File: src/rtl/core/assert_macros.svh
// Assertion helpers, empty when SYNTH is defined.
`ifndef ASSERT_MACROS_SVH
`define ASSERT_MACROS_SVH
`ifndef SYNTH
`define ASSERT_RST(lbl, clk, rstn, prop, msg) \
  lbl: assert property (@(posedge clk) disable iff (!rstn) prop) else $error(msg);
`define ASSERT_ALW(lbl, clk, prop, msg) \
  lbl: assert property (@(posedge clk) prop) else $error(msg);
`else
`define ASSERT_RST(lbl, clk, rstn, prop, msg)
`define ASSERT_ALW(lbl, clk, prop, msg)
`endif
`endif

File: src/rtl/core/pkf_pkg.sv
package pkf_pkg;

  localparam int DW            = 32;
  localparam int SW            = 33;
  localparam int PW            = 66;
  localparam int FRAC_BITS_DEF = 16;
  localparam int AW            = 6;
  localparam int DIV_STEPS     = 33;
  localparam int CNTW          = 6;

  typedef logic [4:0] op_t;
  localparam op_t OP_IDLE     = 5'd0;
  localparam op_t OP_NOP      = 5'd1;
  localparam op_t OP_MUL_DT   = 5'd2;
  localparam op_t OP_VAR_ADDQ = 5'd3;
  localparam op_t OP_CLEAR    = 5'd4;
  localparam op_t OP_DIFF     = 5'd5;
  localparam op_t OP_MUL_MC   = 5'd6;
  localparam op_t OP_DIV_RND  = 5'd7;
  localparam op_t OP_APPLY    = 5'd8;
  localparam op_t OP_MUL_CR   = 5'd9;
  localparam op_t OP_SET_VAR  = 5'd10;
  localparam op_t OP_LOAD     = 5'd11;
  localparam op_t OP_MUL_SQ   = 5'd12;
  localparam op_t OP_ACC      = 5'd13;
  localparam op_t OP_DIV_ACC  = 5'd14;
  localparam op_t OP_SET_NIS  = 5'd15;
  localparam op_t OP_EMIT     = 5'd16;

  typedef logic [3:0] jc_t;
  localparam jc_t JC_NONE     = 4'd0;
  localparam jc_t JC_ALWAYS   = 4'd1;
  localparam jc_t JC_IS_UPD   = 4'd2;
  localparam jc_t JC_IS_QRY   = 4'd3;
  localparam jc_t JC_IS_RST   = 4'd4;
  localparam jc_t JC_NOT_INIT = 4'd5;
  localparam jc_t JC_WAIT_IN  = 4'd6;
  localparam jc_t JC_WAIT_DIV = 4'd7;
  localparam jc_t JC_WAIT_OUT = 4'd8;

  localparam logic [1:0] KIND_PRED = 2'd0;
  localparam logic [1:0] KIND_UPD  = 2'd1;
  localparam logic [1:0] KIND_QRY  = 2'd2;
  localparam logic [1:0] KIND_RST  = 2'd3;

  localparam logic [1:0] AX_X = 2'd0;
  localparam logic [1:0] AX_Y = 2'd1;
  localparam logic [1:0] AX_Z = 2'd2;

  localparam logic [AW-1:0] A_IDLE = 6'd0;
  localparam logic [AW-1:0] A_RST  = 6'd6;
  localparam logic [AW-1:0] A_UPD  = 6'd7;
  localparam logic [AW-1:0] A_LOAD = 6'd27;
  localparam logic [AW-1:0] A_QRY  = 6'd28;
  localparam logic [AW-1:0] A_EMIT = 6'd41;

  typedef struct packed {
    op_t        op;
    logic [1:0] axis;
  } ctl_t;

  typedef struct packed {
    op_t           op;
    logic [1:0]    axis;
    jc_t           jc;
    logic [AW-1:0] tgt;
    logic          last;
  } uword_t;

  typedef struct packed {
    logic [1:0] kind;
    logic       init;
    logic       div_busy;
  } dp_sts_t;

  typedef struct packed {
    dp_sts_t dp;
    logic    in_fire;
    logic    out_busy;
  } sts_t;

  typedef struct packed {
    logic [1:0]           kind;
    logic signed [DW-1:0] dt;
    logic signed [DW-1:0] mx;
    logic signed [DW-1:0] my;
    logic signed [DW-1:0] mz;
    logic [DW-1:0]        mv;
  } item_t;

  typedef struct packed {
    logic signed [DW-1:0] x;
    logic signed [DW-1:0] y;
    logic signed [DW-1:0] z;
    logic [DW-1:0]        variance;
    logic                 init;
    logic [DW-1:0]        nis;
    logic                 nisv;
  } res_t;

  function automatic uword_t uw(op_t o, logic [1:0] a, jc_t j, logic [AW-1:0] t, logic l);
    uword_t w;
    w.op   = o;
    w.axis = a;
    w.jc   = j;
    w.tgt  = t;
    w.last = l;
    return w;
  endfunction

  // microprogram
  function automatic uword_t urom(logic [AW-1:0] adr);
    uword_t w;
    unique case (adr)
      6'd0:  w = uw(OP_IDLE,     AX_X, JC_WAIT_IN,  A_IDLE, 1'b0);
      6'd1:  w = uw(OP_NOP,      AX_X, JC_IS_UPD,   A_UPD,  1'b0);
      6'd2:  w = uw(OP_NOP,      AX_X, JC_IS_QRY,   A_QRY,  1'b0);
      6'd3:  w = uw(OP_NOP,      AX_X, JC_IS_RST,   A_RST,  1'b0);
      6'd4:  w = uw(OP_MUL_DT,   AX_X, JC_NONE,     A_IDLE, 1'b0);
      6'd5:  w = uw(OP_VAR_ADDQ, AX_X, JC_ALWAYS,   A_EMIT, 1'b0);
      6'd6:  w = uw(OP_CLEAR,    AX_X, JC_ALWAYS,   A_EMIT, 1'b0);
      6'd7:  w = uw(OP_NOP,      AX_X, JC_NOT_INIT, A_LOAD, 1'b0);
      6'd8:  w = uw(OP_DIFF,     AX_X, JC_NONE,     A_IDLE, 1'b0);
      6'd9:  w = uw(OP_MUL_MC,   AX_X, JC_NONE,     A_IDLE, 1'b0);
      6'd10: w = uw(OP_DIV_RND,  AX_X, JC_NONE,     A_IDLE, 1'b0);
      6'd11: w = uw(OP_NOP,      AX_X, JC_WAIT_DIV, A_IDLE, 1'b0);
      6'd12: w = uw(OP_APPLY,    AX_X, JC_NONE,     A_IDLE, 1'b0);
      6'd13: w = uw(OP_DIFF,     AX_Y, JC_NONE,     A_IDLE, 1'b0);
      6'd14: w = uw(OP_MUL_MC,   AX_Y, JC_NONE,     A_IDLE, 1'b0);
      6'd15: w = uw(OP_DIV_RND,  AX_Y, JC_NONE,     A_IDLE, 1'b0);
      6'd16: w = uw(OP_NOP,      AX_Y, JC_WAIT_DIV, A_IDLE, 1'b0);
      6'd17: w = uw(OP_APPLY,    AX_Y, JC_NONE,     A_IDLE, 1'b0);
      6'd18: w = uw(OP_DIFF,     AX_Z, JC_NONE,     A_IDLE, 1'b0);
      6'd19: w = uw(OP_MUL_MC,   AX_Z, JC_NONE,     A_IDLE, 1'b0);
      6'd20: w = uw(OP_DIV_RND,  AX_Z, JC_NONE,     A_IDLE, 1'b0);
      6'd21: w = uw(OP_NOP,      AX_Z, JC_WAIT_DIV, A_IDLE, 1'b0);
      6'd22: w = uw(OP_APPLY,    AX_Z, JC_NONE,     A_IDLE, 1'b0);
      6'd23: w = uw(OP_MUL_CR,   AX_X, JC_NONE,     A_IDLE, 1'b0);
      6'd24: w = uw(OP_DIV_RND,  AX_X, JC_NONE,     A_IDLE, 1'b0);
      6'd25: w = uw(OP_NOP,      AX_X, JC_WAIT_DIV, A_IDLE, 1'b0);
      6'd26: w = uw(OP_SET_VAR,  AX_X, JC_ALWAYS,   A_EMIT, 1'b0);
      6'd27: w = uw(OP_LOAD,     AX_X, JC_ALWAYS,   A_EMIT, 1'b0);
      6'd28: w = uw(OP_NOP,      AX_X, JC_NOT_INIT, A_EMIT, 1'b0);
      6'd29: w = uw(OP_DIFF,     AX_X, JC_NONE,     A_IDLE, 1'b0);
      6'd30: w = uw(OP_MUL_SQ,   AX_X, JC_NONE,     A_IDLE, 1'b0);
      6'd31: w = uw(OP_ACC,      AX_X, JC_NONE,     A_IDLE, 1'b0);
      6'd32: w = uw(OP_DIFF,     AX_Y, JC_NONE,     A_IDLE, 1'b0);
      6'd33: w = uw(OP_MUL_SQ,   AX_Y, JC_NONE,     A_IDLE, 1'b0);
      6'd34: w = uw(OP_ACC,      AX_Y, JC_NONE,     A_IDLE, 1'b0);
      6'd35: w = uw(OP_DIFF,     AX_Z, JC_NONE,     A_IDLE, 1'b0);
      6'd36: w = uw(OP_MUL_SQ,   AX_Z, JC_NONE,     A_IDLE, 1'b0);
      6'd37: w = uw(OP_ACC,      AX_Z, JC_NONE,     A_IDLE, 1'b0);
      6'd38: w = uw(OP_DIV_ACC,  AX_X, JC_NONE,     A_IDLE, 1'b0);
      6'd39: w = uw(OP_NOP,      AX_X, JC_WAIT_DIV, A_IDLE, 1'b0);
      6'd40: w = uw(OP_SET_NIS,  AX_X, JC_NONE,     A_IDLE, 1'b0);
      6'd41: w = uw(OP_EMIT,     AX_X, JC_WAIT_OUT, A_IDLE, 1'b1);
      default: w = uw(OP_NOP,    AX_X, JC_ALWAYS,   A_IDLE, 1'b0);
    endcase
    return w;
  endfunction

endpackage

File: src/rtl/core/pkf_div.sv
`include "assert_macros.svh"

module pkf_div
  import pkf_pkg::*;
(
  input  logic          clk,
  input  logic          rst_n,
  input  logic          start,
  input  logic [PW-1:0] dividend,
  input  logic [SW-1:0] divisor,
  output logic          busy,
  output logic [SW-1:0] quot,
  output logic          ovf
);

  localparam logic [CNTW-1:0] LAST = CNTW'(DIV_STEPS - 1);

  logic            busy_r;
  logic [CNTW-1:0] cnt_r;
  logic [SW-1:0]   rem_r;
  logic [SW-1:0]   dq_r;
  logic [SW-1:0]   dvs_r;
  logic            ovf_r;
  logic [SW:0]     sh_w;
  logic [SW:0]     trial_w;
  logic            ge_w;

  assign sh_w    = {rem_r, dq_r[SW-1]};
  assign trial_w = sh_w - {1'b0, dvs_r};
  assign ge_w    = sh_w >= {1'b0, dvs_r};

  always_ff @(posedge clk) begin
    if (!rst_n) begin
      busy_r <= 1'b0;
    end else if (start) begin
      busy_r <= 1'b1;
    end else if (busy_r && cnt_r == LAST) begin
      busy_r <= 1'b0;
    end
  end

  // restoring, one quotient bit per cycle
  always_ff @(posedge clk) begin
    if (start) begin
      rem_r <= dividend[PW-1:SW];
      dq_r  <= dividend[SW-1:0];
      dvs_r <= divisor;
      ovf_r <= dividend[PW-1:SW] >= divisor;
      cnt_r <= '0;
    end else if (busy_r) begin
      rem_r <= ge_w ? trial_w[SW-1:0] : sh_w[SW-1:0];
      dq_r  <= {dq_r[SW-2:0], ge_w};
      cnt_r <= cnt_r + 1'b1;
    end
  end

  assign busy = busy_r;
  assign quot = dq_r;
  assign ovf  = ovf_r | dq_r[SW-1];

  `ASSERT_RST(a_div_no_restart, clk, rst_n, start |-> !busy_r, "divider started while busy")
  `ASSERT_RST(a_div_goes_busy, clk, rst_n, start |=> busy_r, "divider did not go busy")

endmodule

File: src/rtl/core/pkf_seq.sv
`include "assert_macros.svh"

module pkf_seq
  import pkf_pkg::*;
(
  input  logic clk,
  input  logic rst_n,
  input  sts_t sts,
  output ctl_t ctl
);

  logic [AW-1:0] pc_r;
  logic [AW-1:0] pc_nxt;
  uword_t        uw_w;
  logic          hold_w;
  logic          jump_w;

  assign uw_w = urom(pc_r);

  always_comb begin
    hold_w = 1'b0;
    jump_w = 1'b0;
    unique case (uw_w.jc)
      JC_NONE:     ;
      JC_ALWAYS:   jump_w = 1'b1;
      JC_IS_UPD:   jump_w = sts.dp.kind == KIND_UPD;
      JC_IS_QRY:   jump_w = sts.dp.kind == KIND_QRY;
      JC_IS_RST:   jump_w = sts.dp.kind == KIND_RST;
      JC_NOT_INIT: jump_w = !sts.dp.init;
      JC_WAIT_IN:  hold_w = !sts.in_fire;
      JC_WAIT_DIV: hold_w = sts.dp.div_busy;
      JC_WAIT_OUT: hold_w = sts.out_busy;
      default:     ;
    endcase
    if (hold_w) begin
      pc_nxt = pc_r;
    end else if (jump_w) begin
      pc_nxt = uw_w.tgt;
    end else if (uw_w.last) begin
      pc_nxt = A_IDLE;
    end else begin
      pc_nxt = pc_r + 1'b1;
    end
  end

  always_ff @(posedge clk) begin
    if (!rst_n) begin
      pc_r <= A_IDLE;
    end else begin
      pc_r <= pc_nxt;
    end
  end

  assign ctl.op   = uw_w.op;
  assign ctl.axis = uw_w.axis;

  `ASSERT_ALW(a_seq_reset_idle, clk, !rst_n |=> (pc_r == A_IDLE), "pc not idle after reset")
  `ASSERT_RST(a_seq_in_range, clk, rst_n, pc_r <= A_EMIT, "pc beyond microprogram")

endmodule

File: src/rtl/core/pkf_dp.sv
module pkf_dp
  import pkf_pkg::*;
#(
  parameter int FRAC_BITS = FRAC_BITS_DEF
) (
  input  logic          clk,
  input  logic          rst_n,
  input  ctl_t          ctl,
  input  logic          in_fire,
  input  item_t         item,
  input  logic [DW-1:0] rate,
  output dp_sts_t       sts,
  output res_t          res
);

  localparam logic [DW-1:0] VAR_ONE = DW'(1) << FRAC_BITS;

  logic [1:0]           kind_r;
  logic signed [DW-1:0] dt_r;
  logic signed [DW-1:0] m_r [3];
  logic [DW-1:0]        rv_r;
  logic signed [DW-1:0] pos_r [3];
  logic [DW-1:0]        var_r;
  logic                 init_r;
  logic [SW-1:0]        mag_r;
  logic                 neg_r;
  logic [PW-1:0]        prod_r;
  logic [PW-1:0]        acc_r;
  logic [DW-1:0]        nis_r;
  logic                 nisv_r;

  logic [SW-1:0]        s_w;
  logic signed [DW-1:0] m_sel;
  logic signed [DW-1:0] p_sel;
  logic [SW-1:0]        d_w;
  logic [SW-1:0]        mag_w;
  logic [DW-1:0]        dt_pos;
  logic [SW-1:0]        mul_a;
  logic [SW-1:0]        mul_b;
  logic [PW-1:0]        prod_w;
  logic                 is_mul;
  logic [PW-1:0]        qinc_w;
  logic [PW:0]          vsum_w;
  logic [DW-1:0]        vsat_w;
  logic [PW-1:0]        dvd_w;
  logic                 div_go;
  logic                 div_busy;
  logic [SW-1:0]        quot;
  logic                 ovf;
  logic [SW:0]          cadd_w;
  logic [SW:0]          np_w;

  assign s_w    = {1'b0, var_r} + {1'b0, rv_r};
  assign m_sel  = m_r[ctl.axis];
  assign p_sel  = pos_r[ctl.axis];
  assign d_w    = {m_sel[DW-1], m_sel} - {p_sel[DW-1], p_sel};
  assign mag_w  = d_w[SW-1] ? SW'(~d_w + 1'b1) : d_w;
  assign dt_pos = dt_r[DW-1] ? '0 : dt_r;

  always_comb begin
    is_mul = 1'b1;
    unique case (ctl.op) inside
      OP_MUL_DT: begin
        mul_a = {1'b0, dt_pos};
        mul_b = {1'b0, rate};
      end
      OP_MUL_MC: begin
        mul_a = mag_r;
        mul_b = {1'b0, var_r};
      end
      OP_MUL_CR: begin
        mul_a = {1'b0, var_r};
        mul_b = {1'b0, rv_r};
      end
      OP_MUL_SQ: begin
        mul_a = mag_r;
        mul_b = mag_r;
      end
      default: begin
        mul_a  = mag_r;
        mul_b  = mag_r;
        is_mul = 1'b0;
      end
    endcase
  end

  assign prod_w = mul_a * mul_b;

  assign qinc_w = prod_r >> FRAC_BITS;
  assign vsum_w = {{(PW-DW+1){1'b0}}, var_r} + {1'b0, qinc_w};
  assign vsat_w = (|vsum_w[PW:DW]) ? '1 : vsum_w[DW-1:0];

  // rounded quotients add half the divisor first
  assign div_go = (ctl.op == OP_DIV_RND) || (ctl.op == OP_DIV_ACC);
  assign dvd_w  = (ctl.op == OP_DIV_RND) ? prod_r + {{(PW-DW){1'b0}}, s_w[SW-1:1]} : acc_r;

  pkf_div u_div (
    .clk      (clk),
    .rst_n    (rst_n),
    .start    (div_go),
    .dividend (dvd_w),
    .divisor  (s_w),
    .busy     (div_busy),
    .quot     (quot),
    .ovf      (ovf)
  );

  assign cadd_w = neg_r ? (SW+1)'(~{1'b0, quot} + 1'b1) : {1'b0, quot};
  assign np_w   = {{2{p_sel[DW-1]}}, p_sel} + cadd_w;

  always_ff @(posedge clk) begin
    if (!rst_n) begin
      pos_r[0] <= '0;
      pos_r[1] <= '0;
      pos_r[2] <= '0;
      var_r    <= VAR_ONE;
      init_r   <= 1'b0;
    end else begin
      unique case (ctl.op) inside
        OP_VAR_ADDQ: begin
          if (init_r) begin
            var_r <= vsat_w;
          end
        end
        OP_CLEAR: begin
          pos_r[0] <= '0;
          pos_r[1] <= '0;
          pos_r[2] <= '0;
          var_r    <= VAR_ONE;
          init_r   <= 1'b0;
        end
        OP_APPLY:   pos_r[ctl.axis] <= np_w[DW-1:0];
        OP_SET_VAR: var_r <= quot[DW-1:0];
        OP_LOAD: begin
          pos_r[0] <= m_r[0];
          pos_r[1] <= m_r[1];
          pos_r[2] <= m_r[2];
          var_r    <= rv_r;
          init_r   <= 1'b1;
        end
        default: ;
      endcase
    end
  end

  always_ff @(posedge clk) begin
    if (in_fire) begin
      kind_r <= item.kind;
      dt_r   <= item.dt;
      m_r[0] <= item.mx;
      m_r[1] <= item.my;
      m_r[2] <= item.mz;
      rv_r   <= (item.mv == '0) ? DW'(1) : item.mv;
      acc_r  <= '0;
      nis_r  <= '0;
      nisv_r <= 1'b0;
    end else begin
      unique case (ctl.op) inside
        OP_DIFF: begin
          mag_r <= mag_w;
          neg_r <= d_w[SW-1];
        end
        OP_ACC: acc_r <= acc_r + prod_r;
        OP_SET_NIS: begin
          nis_r  <= ovf ? '1 : quot[DW-1:0];
          nisv_r <= 1'b1;
        end
        default: ;
      endcase
    end
    if (is_mul) begin
      prod_r <= prod_w;
    end
  end

  assign sts.kind     = kind_r;
  assign sts.init     = init_r;
  assign sts.div_busy = div_busy;

  assign res.x        = pos_r[0];
  assign res.y        = pos_r[1];
  assign res.z        = pos_r[2];
  assign res.variance = var_r;
  assign res.init     = init_r;
  assign res.nis      = nis_r;
  assign res.nisv     = nisv_r;

endmodule

File: src/rtl/core/position_kalman_filter_3d.sv
// Constant-position Kalman filter for one 3D point, fixed point.
// Input channel (in_*): one beat per item; kind selects predict, update,
// innovation query or filter reset. A beat is taken when in_valid is high
// and in_stall is low; in_stall is low only while the sequencer is idle.
// Result channel (out_*): exactly one beat per input item, held in an
// output register until the receiver drops out_stall. The next input beat
// is taken while a result still waits; its result is written only after
// the waiting one has gone.
// Config channel (cfg_*): process noise rate, always ready; write it idle.
// A later update uses the shared one-bit-per-cycle divider four times,
// a query with an initialized filter once; predict, filter reset, the
// first update and a query before the first update do not use it.
// Items are handled one at a time; the next beat is taken the cycle after
// the result is written.
// Reset (rst_n low, synchronous): estimate 0, variance 1.0, not
// initialized, noise rate 0, no result pending.
module position_kalman_filter_3d
  import pkf_pkg::*;
#(
  parameter int FRAC_BITS = FRAC_BITS_DEF
) (
  input  logic                 clk,
  input  logic                 rst_n,
  input  logic                 in_valid,
  output logic                 in_stall,
  input  logic [1:0]           in_kind,
  input  logic signed [DW-1:0] in_elapsed_time,
  input  logic signed [DW-1:0] in_meas_x,
  input  logic signed [DW-1:0] in_meas_y,
  input  logic signed [DW-1:0] in_meas_z,
  input  logic [DW-1:0]        in_meas_variance,
  output logic                 out_valid,
  input  logic                 out_stall,
  output logic signed [DW-1:0] out_est_x,
  output logic signed [DW-1:0] out_est_y,
  output logic signed [DW-1:0] out_est_z,
  output logic [DW-1:0]        out_est_variance,
  output logic                 out_is_initialized,
  output logic [DW-1:0]        out_nis,
  output logic                 out_nis_valid,
  input  logic                 cfg_valid,
  output logic                 cfg_ready,
  input  logic [DW-1:0]        cfg_process_noise_rate
);

`include "assert_macros.svh"

  ctl_t          ctl;
  sts_t          sts;
  dp_sts_t       dps;
  item_t         item;
  res_t          res;
  res_t          out_r;
  logic          out_valid_r;
  logic [DW-1:0] rate_r;
  logic          in_fire;
  logic          out_busy;
  logic          emit;

  assign in_stall  = ctl.op != OP_IDLE;
  assign in_fire   = in_valid && !in_stall;
  assign out_busy  = out_valid_r && out_stall;
  assign emit      = (ctl.op == OP_EMIT) && !out_busy;
  assign cfg_ready = 1'b1;

  assign item.kind = in_kind;
  assign item.dt   = in_elapsed_time;
  assign item.mx   = in_meas_x;
  assign item.my   = in_meas_y;
  assign item.mz   = in_meas_z;
  assign item.mv   = in_meas_variance;

  assign sts.dp       = dps;
  assign sts.in_fire  = in_fire;
  assign sts.out_busy = out_busy;

  pkf_seq u_seq (
    .clk   (clk),
    .rst_n (rst_n),
    .sts   (sts),
    .ctl   (ctl)
  );

  pkf_dp #(
    .FRAC_BITS (FRAC_BITS)
  ) u_dp (
    .clk     (clk),
    .rst_n   (rst_n),
    .ctl     (ctl),
    .in_fire (in_fire),
    .item    (item),
    .rate    (rate_r),
    .sts     (dps),
    .res     (res)
  );

  always_ff @(posedge clk) begin
    if (!rst_n) begin
      rate_r      <= '0;
      out_valid_r <= 1'b0;
    end else begin
      if (cfg_valid && cfg_ready) begin
        rate_r <= cfg_process_noise_rate;
      end
      if (emit) begin
        out_valid_r <= 1'b1;
      end else if (!out_stall) begin
        out_valid_r <= 1'b0;
      end
    end
  end

  always_ff @(posedge clk) begin
    if (emit) begin
      out_r <= res;
    end
  end

  assign out_valid          = out_valid_r;
  assign out_est_x          = out_r.x;
  assign out_est_y          = out_r.y;
  assign out_est_z          = out_r.z;
  assign out_est_variance   = out_r.variance;
  assign out_is_initialized = out_r.init;
  assign out_nis            = out_r.nis;
  assign out_nis_valid      = out_r.nisv;

  `ASSERT_RST(a_take_closes, clk, rst_n, in_fire |=> in_stall, "input open after a beat")
  `ASSERT_RST(a_nis_needs_init, clk, rst_n, out_valid_r |-> (!out_r.nisv || out_r.init), "nis valid while uninitialized")

endmodule

File: config.mk
export PLATFORM = sky130hd
export DESIGN_NAME = position_kalman_filter_3d
export DESIGN_NICKNAME = d
export VERILOG_FILES = /design/src/rtl/core/pkf_pkg.sv /design/src/rtl/core/pkf_div.sv /design/src/rtl/core/pkf_seq.sv /design/src/rtl/core/pkf_dp.sv /design/src/rtl/core/position_kalman_filter_3d.sv
export VERILOG_INCLUDE_DIRS = /design/src /design/src/rtl/core
export SDC_FILE = /design/constraint.sdc
export NUM_CORES = 2
export LEC_CHECK = 0
export ABC_AREA = 1
export ABC_CLOCK_PERIOD_IN_PS = 24900
export BUFFER_PORTS_ARGS = -buffer_cell sky130_fd_sc_hd__buf_2
export CAP_MARGIN = 20
export CORE_MARGIN = 1.5
export CORE_UTILIZATION = 35
export CTS_BUF_LIST = sky130_fd_sc_hd__clkbuf_4
export CTS_CLUSTER_SIZE = 40
export DETAILED_ROUTE_END_ITERATION = 7
export GPL_TIMING_DRIVEN = 0
export PLACE_DENSITY = 0.54
export SLEW_MARGIN = 20
export SYNTH_ARGS = -nofsm -noshare
export SYNTH_HDL_FRONTEND = slang
export SYNTH_HIERARCHICAL = 1
export SYNTH_SLANG_ARGS = --single-unit
File: constraint.sdc
create_clock -name clk -period 24.9 [get_ports clk]
set_clock_uncertainty 0.15 [all_clocks]
set_input_delay 2.49 -clock clk [delete_from_list [all_inputs] [get_ports clk]]
set_output_delay 2.49 -clock clk [all_outputs]
set_load 0.05 [all_outputs]
Word-level counts from Yosys, hierarchy flattened
Memory sizes are Yosys's and may differ from the RTL's. A register that Yosys moved wholly into a read port is not among the register bits.
Cells that the tools add are included.
- output and inout port bits: 165
- word-level logic and storage cells: 149
- input port bits: 199
- memory bits (writable): 192
- bits in registers: 510
- memory bits (read-only): 1152
- memories: 3
- mux-type cells: 48
- multipliers: 1
- equality and inequality tests: 29
- reduce and logical (&&, ||, !) cells: 20
- $add $sub $neg: 11
- bitwise logic cells: 10
- order comparisons: 2
- memory list (name ; depth ; width ; rd ports ; clocked after memory_dff ; write ports ; RTL line ; text):
    (no name shown) ; 64 ; 18 ; 1 ; 1 ; 0 ; pkf_pkg.sv:114 ; unique case (adr)
    u_dp.m_r ; 3 ; 32 ; 4 ; 0 ; 3 ; pkf_dp.sv:20 ; logic signed [DW-1:0] m_r [3];
    u_dp.pos_r ; 3 ; 32 ; 4 ; 3 ; 3 ; pkf_dp.sv:22 ; logic signed [DW-1:0] pos_r [3];
- operators with widths (cell ; number):
    $mux W32 ; 12
    $mux W33 ; 5
    $pmux W32 S4 ; 1
    $pmux W33 S3 ; 1
    $add A66 B32 Y66 ; 1
    $add A66 B66 Y66 ; 1
    $mul A33 B33 Y66 ; 1
    $mux W66 ; 1
    $pmux W33 S2 ; 1
    $add A32 B50 Y51 ; 1
    $eq A5 B4 Y1 const B ; 8
    $reduce_or A35 Y1 ; 1
    $ge A34 B33 Y1 ; 1
    $add A32 B32 Y33 ; 1
    $add A33 B1 Y33 const B ; 1
    $ge A33 B33 Y1 ; 1
    $not A33 Y33 ; 1
    $sub A32 B32 Y33 ; 1
    $sub A33 B33 Y33 ; 1
    $add A32 B1 Y32 const B ; 1
    $add A32 B32 Y32 ; 1
    $logic_not A32 Y1 ; 1
    $not A32 Y32 ; 1
    $reduce_or A32 Y1 ; 1
    29 further kinds ; 75

Depth between registers and ports, before layout
- word-level depth: 7
- mapped depth: 43
- depth with buffers taken out: 40

Modules after synthesis
The synthesis kept the hierarchy.
- by module, submodules not included (module ; cells an instance ; area an instance (µm²) ; sequential area each (µm²) ; times used):
    pkf_dp ; 9679 ; 74606.6 ; 14353.8 ; 1
    pkf_div ; 1160 ; 8286.7 ; 3143.0 ; 1
    position_kalman_filter_3d ; 314 ; 6059.6 ; 5525.3 ; 1
    pkf_seq ; 283 ; 1751.7 ; 440.4 ; 1

Worst setup path after synthesis
OpenSTA, ideal clock, no wires.
- path type: input to register
- from: input port in_valid
- to: register u_seq/uw_w[9] (netlist name)
- cell stages on the path: 20
- path buffers: 1
- setup time: 0.060 ns
- setup slack: 13.409 ns
- arrival time: 11.281 ns
- data required time: 24.690 ns
- path through: inv_1 -> nor2_1 -> o31ai_1 -> nand2_1 -> nand2_2 -> inv_2 -> buf_4 -> nand2_1 -> o21ai_2 -> nand2_1 -> inv_1 -> ha_1 -> inv_1 -> nor2_2 -> nand2_1 -> nand3_1 -> nand2_1 -> nand2_1 -> nand2_1 -> nand2_1
- cells in the longest elaborated chain, start to end: 5
- RTL lines (what ; RTL line ; text):
    start: declaration ; position_kalman_filter_3d.sv:24 ; input logic in_valid,
    $logic_and A1 B1 Y1 ; position_kalman_filter_3d.sv:61 ; assign in_fire = in_valid && !in_stall;
    net in_fire ; position_kalman_filter_3d.sv:56 ; logic in_fire;
    $logic_not A1 Y1 ; pkf_seq.sv:30 ; JC_WAIT_IN: hold_w = !sts.in_fire;
    $pmux W1 S3 ; pkf_seq.sv:23 ; unique case (uw_w.jc)
    $mux W6 (no source line) (2 in series) ; n/a ;
The timed path passes the listed nets, and every way through them passes these cells.
A chain may end at the register's enable or synchronous reset.

==> results.cfg <==
[yosys]
ys_warn_count = 6
yosys.area.top_type = edfxtp_1
yosysSeqAreaShare = 0.259
synth_fa_ha_area_frac = 0.291
synth_top_family_by_area = adder cells
synth_cells = 11400
synth_area_leaders = edfxtp_1 (22%), fa_1 (21%), nand2_1 (10%)
synth_area_mm2 = 0.0907
syn_area_per_cell_um2 = 7.93
synth_mux_area_frac = 0
synthFlopType = edfxtp_1
synth_seq_cells = 846
synth_top_area_share = 0.216
ys_async_sr_fraction = 0
synth_compound_area_frac = 0.0988
synthSimpleGateAreaFrac = 0.204
ys_types = 75
synth_edf_count = 652
syn_nets = 13200
synthXorXnorAreaFrac = 0.0308

[floorplan]
start_util = 0.353
dieWidth_um = 512
io_pins = 364
num_rows = 186
die_y_um = 512
dieArea_mm2 = 0.262
coreArea_mm2 = 0.257

[timing]
slew_headroom = 0.0987
finalHoldViolCount = 0
finalSetupTns_ns = 0
finalSetupViolCount = 0
worstMarginPinSlew_ns = 1.35
period_share = 0.461
fmax_mhz = 87.2
rsz0062_at_grt = no
drv_slew = 0
finalCriticalPeriod_ns = 11.47

[route]
vias_per_cell = 5.31
wire_per_inst_um = 27.2
routed_wl_um = 426000
via_count = 83300
antenna_left = 0
post-route-drc-count = 0
drtIter0Drc = 9717
drtPass1Iterations = 7

[critical_path]
max_stage_delay_ns = 0.92
crit_arrival_ns = 12.28
critical_path.startpoint_type = register
path_delay_family = adder cells
cp_slowest_cell = clkbuf_1
crit_required_ns = 25.70
critPathMaxFanout = 10
path_class = reg2reg
crit_buf_inv = 13
cp-end-kind = register

[clocking]
clockBufferDepth = 4
cts.repair.resized = 0
cts_tree = done
cts.sinks = 846
cts-htree-levels = 4
root_buffer = clkbuf_4
post_cts_buffers = 0
clk_latency_ns = 1.29
cts_hold_buf = 0
cts_buffers = 244
cts.clk_slew.worst_paths_ns = 0.06

[global_routing]
grt_usage = 0.319
grt_pass1_wl_um = 593000
grt_max_degree = 46
grt_pass1_vias = 81100
grt-ovfl-total = 0
antenna_found_initial = 56

[finish]
multi_input_area_mm2 = 0.0568
regArea_mm2 = 0.0235
area_delta_synth_final_pct = 11.0
fin_nets = 13800
fill_cells = 27200
drive_above_1_share = 0.0942
utilization = 0.392
stdcell_area_mm2 = 0.101

[place]
placed_cell_area_mm2 = 0.0976
dpl.hpwl_um = 358000
port_buffers = 362
gp_congestion = 1.05

[flow_run]
drv_cap = 0

[hold_path]
hold_path.class = reg2reg

[outcome]
status = complete, no violations
## synthesized netlist by cell type (64+ instances only)
cell type / number
nand2_1: 2407
inv_1: 2281
nor2_1: 1349
fa_1: 965
edfxtp_1: 652
ha_1: 568
a21oi_1: 539
o21ai_0: 470
nand3_1: 344
clkbuf_1: 216
xor2_1: 201
dfxtp_1: 194
nand4_1: 116
xnor2_1: 114
buf_2: 112
nor3_1: 64
## cell usage in the layout (no fill, tap or decap), drive strengths merged, types with 58 or more instances in the layout
cell type,count
fa,965
buf,567
clkinv,71
nand3,351
inv,2335
xor2,202
a21oi,551
clkbuf,581
ha,568
nor3,74
nor2,1378
o221ai,58
o21ai,513
nand4,118
xnor2,115
nand2,2441
edfxtp,652
dfxtp,194
## registers in the layout (all words and copies together) (netlist names), 33 cells and up
name	cells
u_dp/acc_r	66
u_dp/u_div/quot	33
u_dp/pos_r	128
u_dp/m_r	96
u_dp/u_div/rem_r	33
u_dp/mag_r	33
u_dp/u_div/dvs_r	33
u_dp/prod_r	66
## area by class of cell
class,count,share of cell area
tap,3384,0.0420
timing repair buffer,403,0.0253
buffer,386,0.0178
clock inverter,69,0.00327
inverter,2340,0.0872
sequential,846,0.233
multi-input combinational,7864,0.564
clock buffer,359,0.0268
antenna,21,0.000522
## layer usage
layer,routed length [um],track usage,up-vias
li1,-,-,37400
met1,174000,0.421,40700
met2,183000,0.481,4328
met3,42900,0.0727,798
met4,26500,0.173,8
met5,55,0,-
## worst register-to-register path, delay by kind of cell (launching register included)
family                     cells  cell delay [ns]
xor gates and xnor gates       1             0.16
and+or+nand+nor               11             2.37
AOI/OAI and AO/OA              4             1.33
adders and majority gates      9             4.63
DFF                            1             0.39
buffers and inverters         13             2.20
## metrics by stage
| step | instances | hold slack [ns] | setup WS (ns) |
|---|---|---|---|
| after global placement | 15200 | 0.267 | 5.13 |
| after global routing | 15700 | 0.265 | 13.09 |
| after detailed placement | 15200 | 0.272 | 13.61 |
| after floorplan | 11400 | 0.259 | 13.41 |
| after CTS | 15700 | 0.274 | 13.61 |
| final | 15700 | 0.280 | 13.43 |
## final timing paths
| check | from | to | slack [ns] | cells past startpoint |
|---|---|---|---|---|
| min reg2reg | u_dp/nis_r[19] | out_nis[19] | 0.28 | 0 |
| max | u_seq/uw_w[10] | u_dp/prod_r[60] | 13.43 | 38 |
| min | u_dp/nis_r[19] | out_nis[19] | 0.28 | 0 |
| max reg2reg | u_seq/uw_w[10] | u_dp/prod_r[60] | 13.43 | 38 |
## logic make-up after synthesis
family,Yosys count
flops,846
buf+inv,2726
fa+ha+maj,1533
other cells,1
xor+xnor,317
simple gates,4506
compound gates,1507
Power is not shown: default switching activity piles up to over one toggle a cycle in this logic, so the estimate is an artifact.
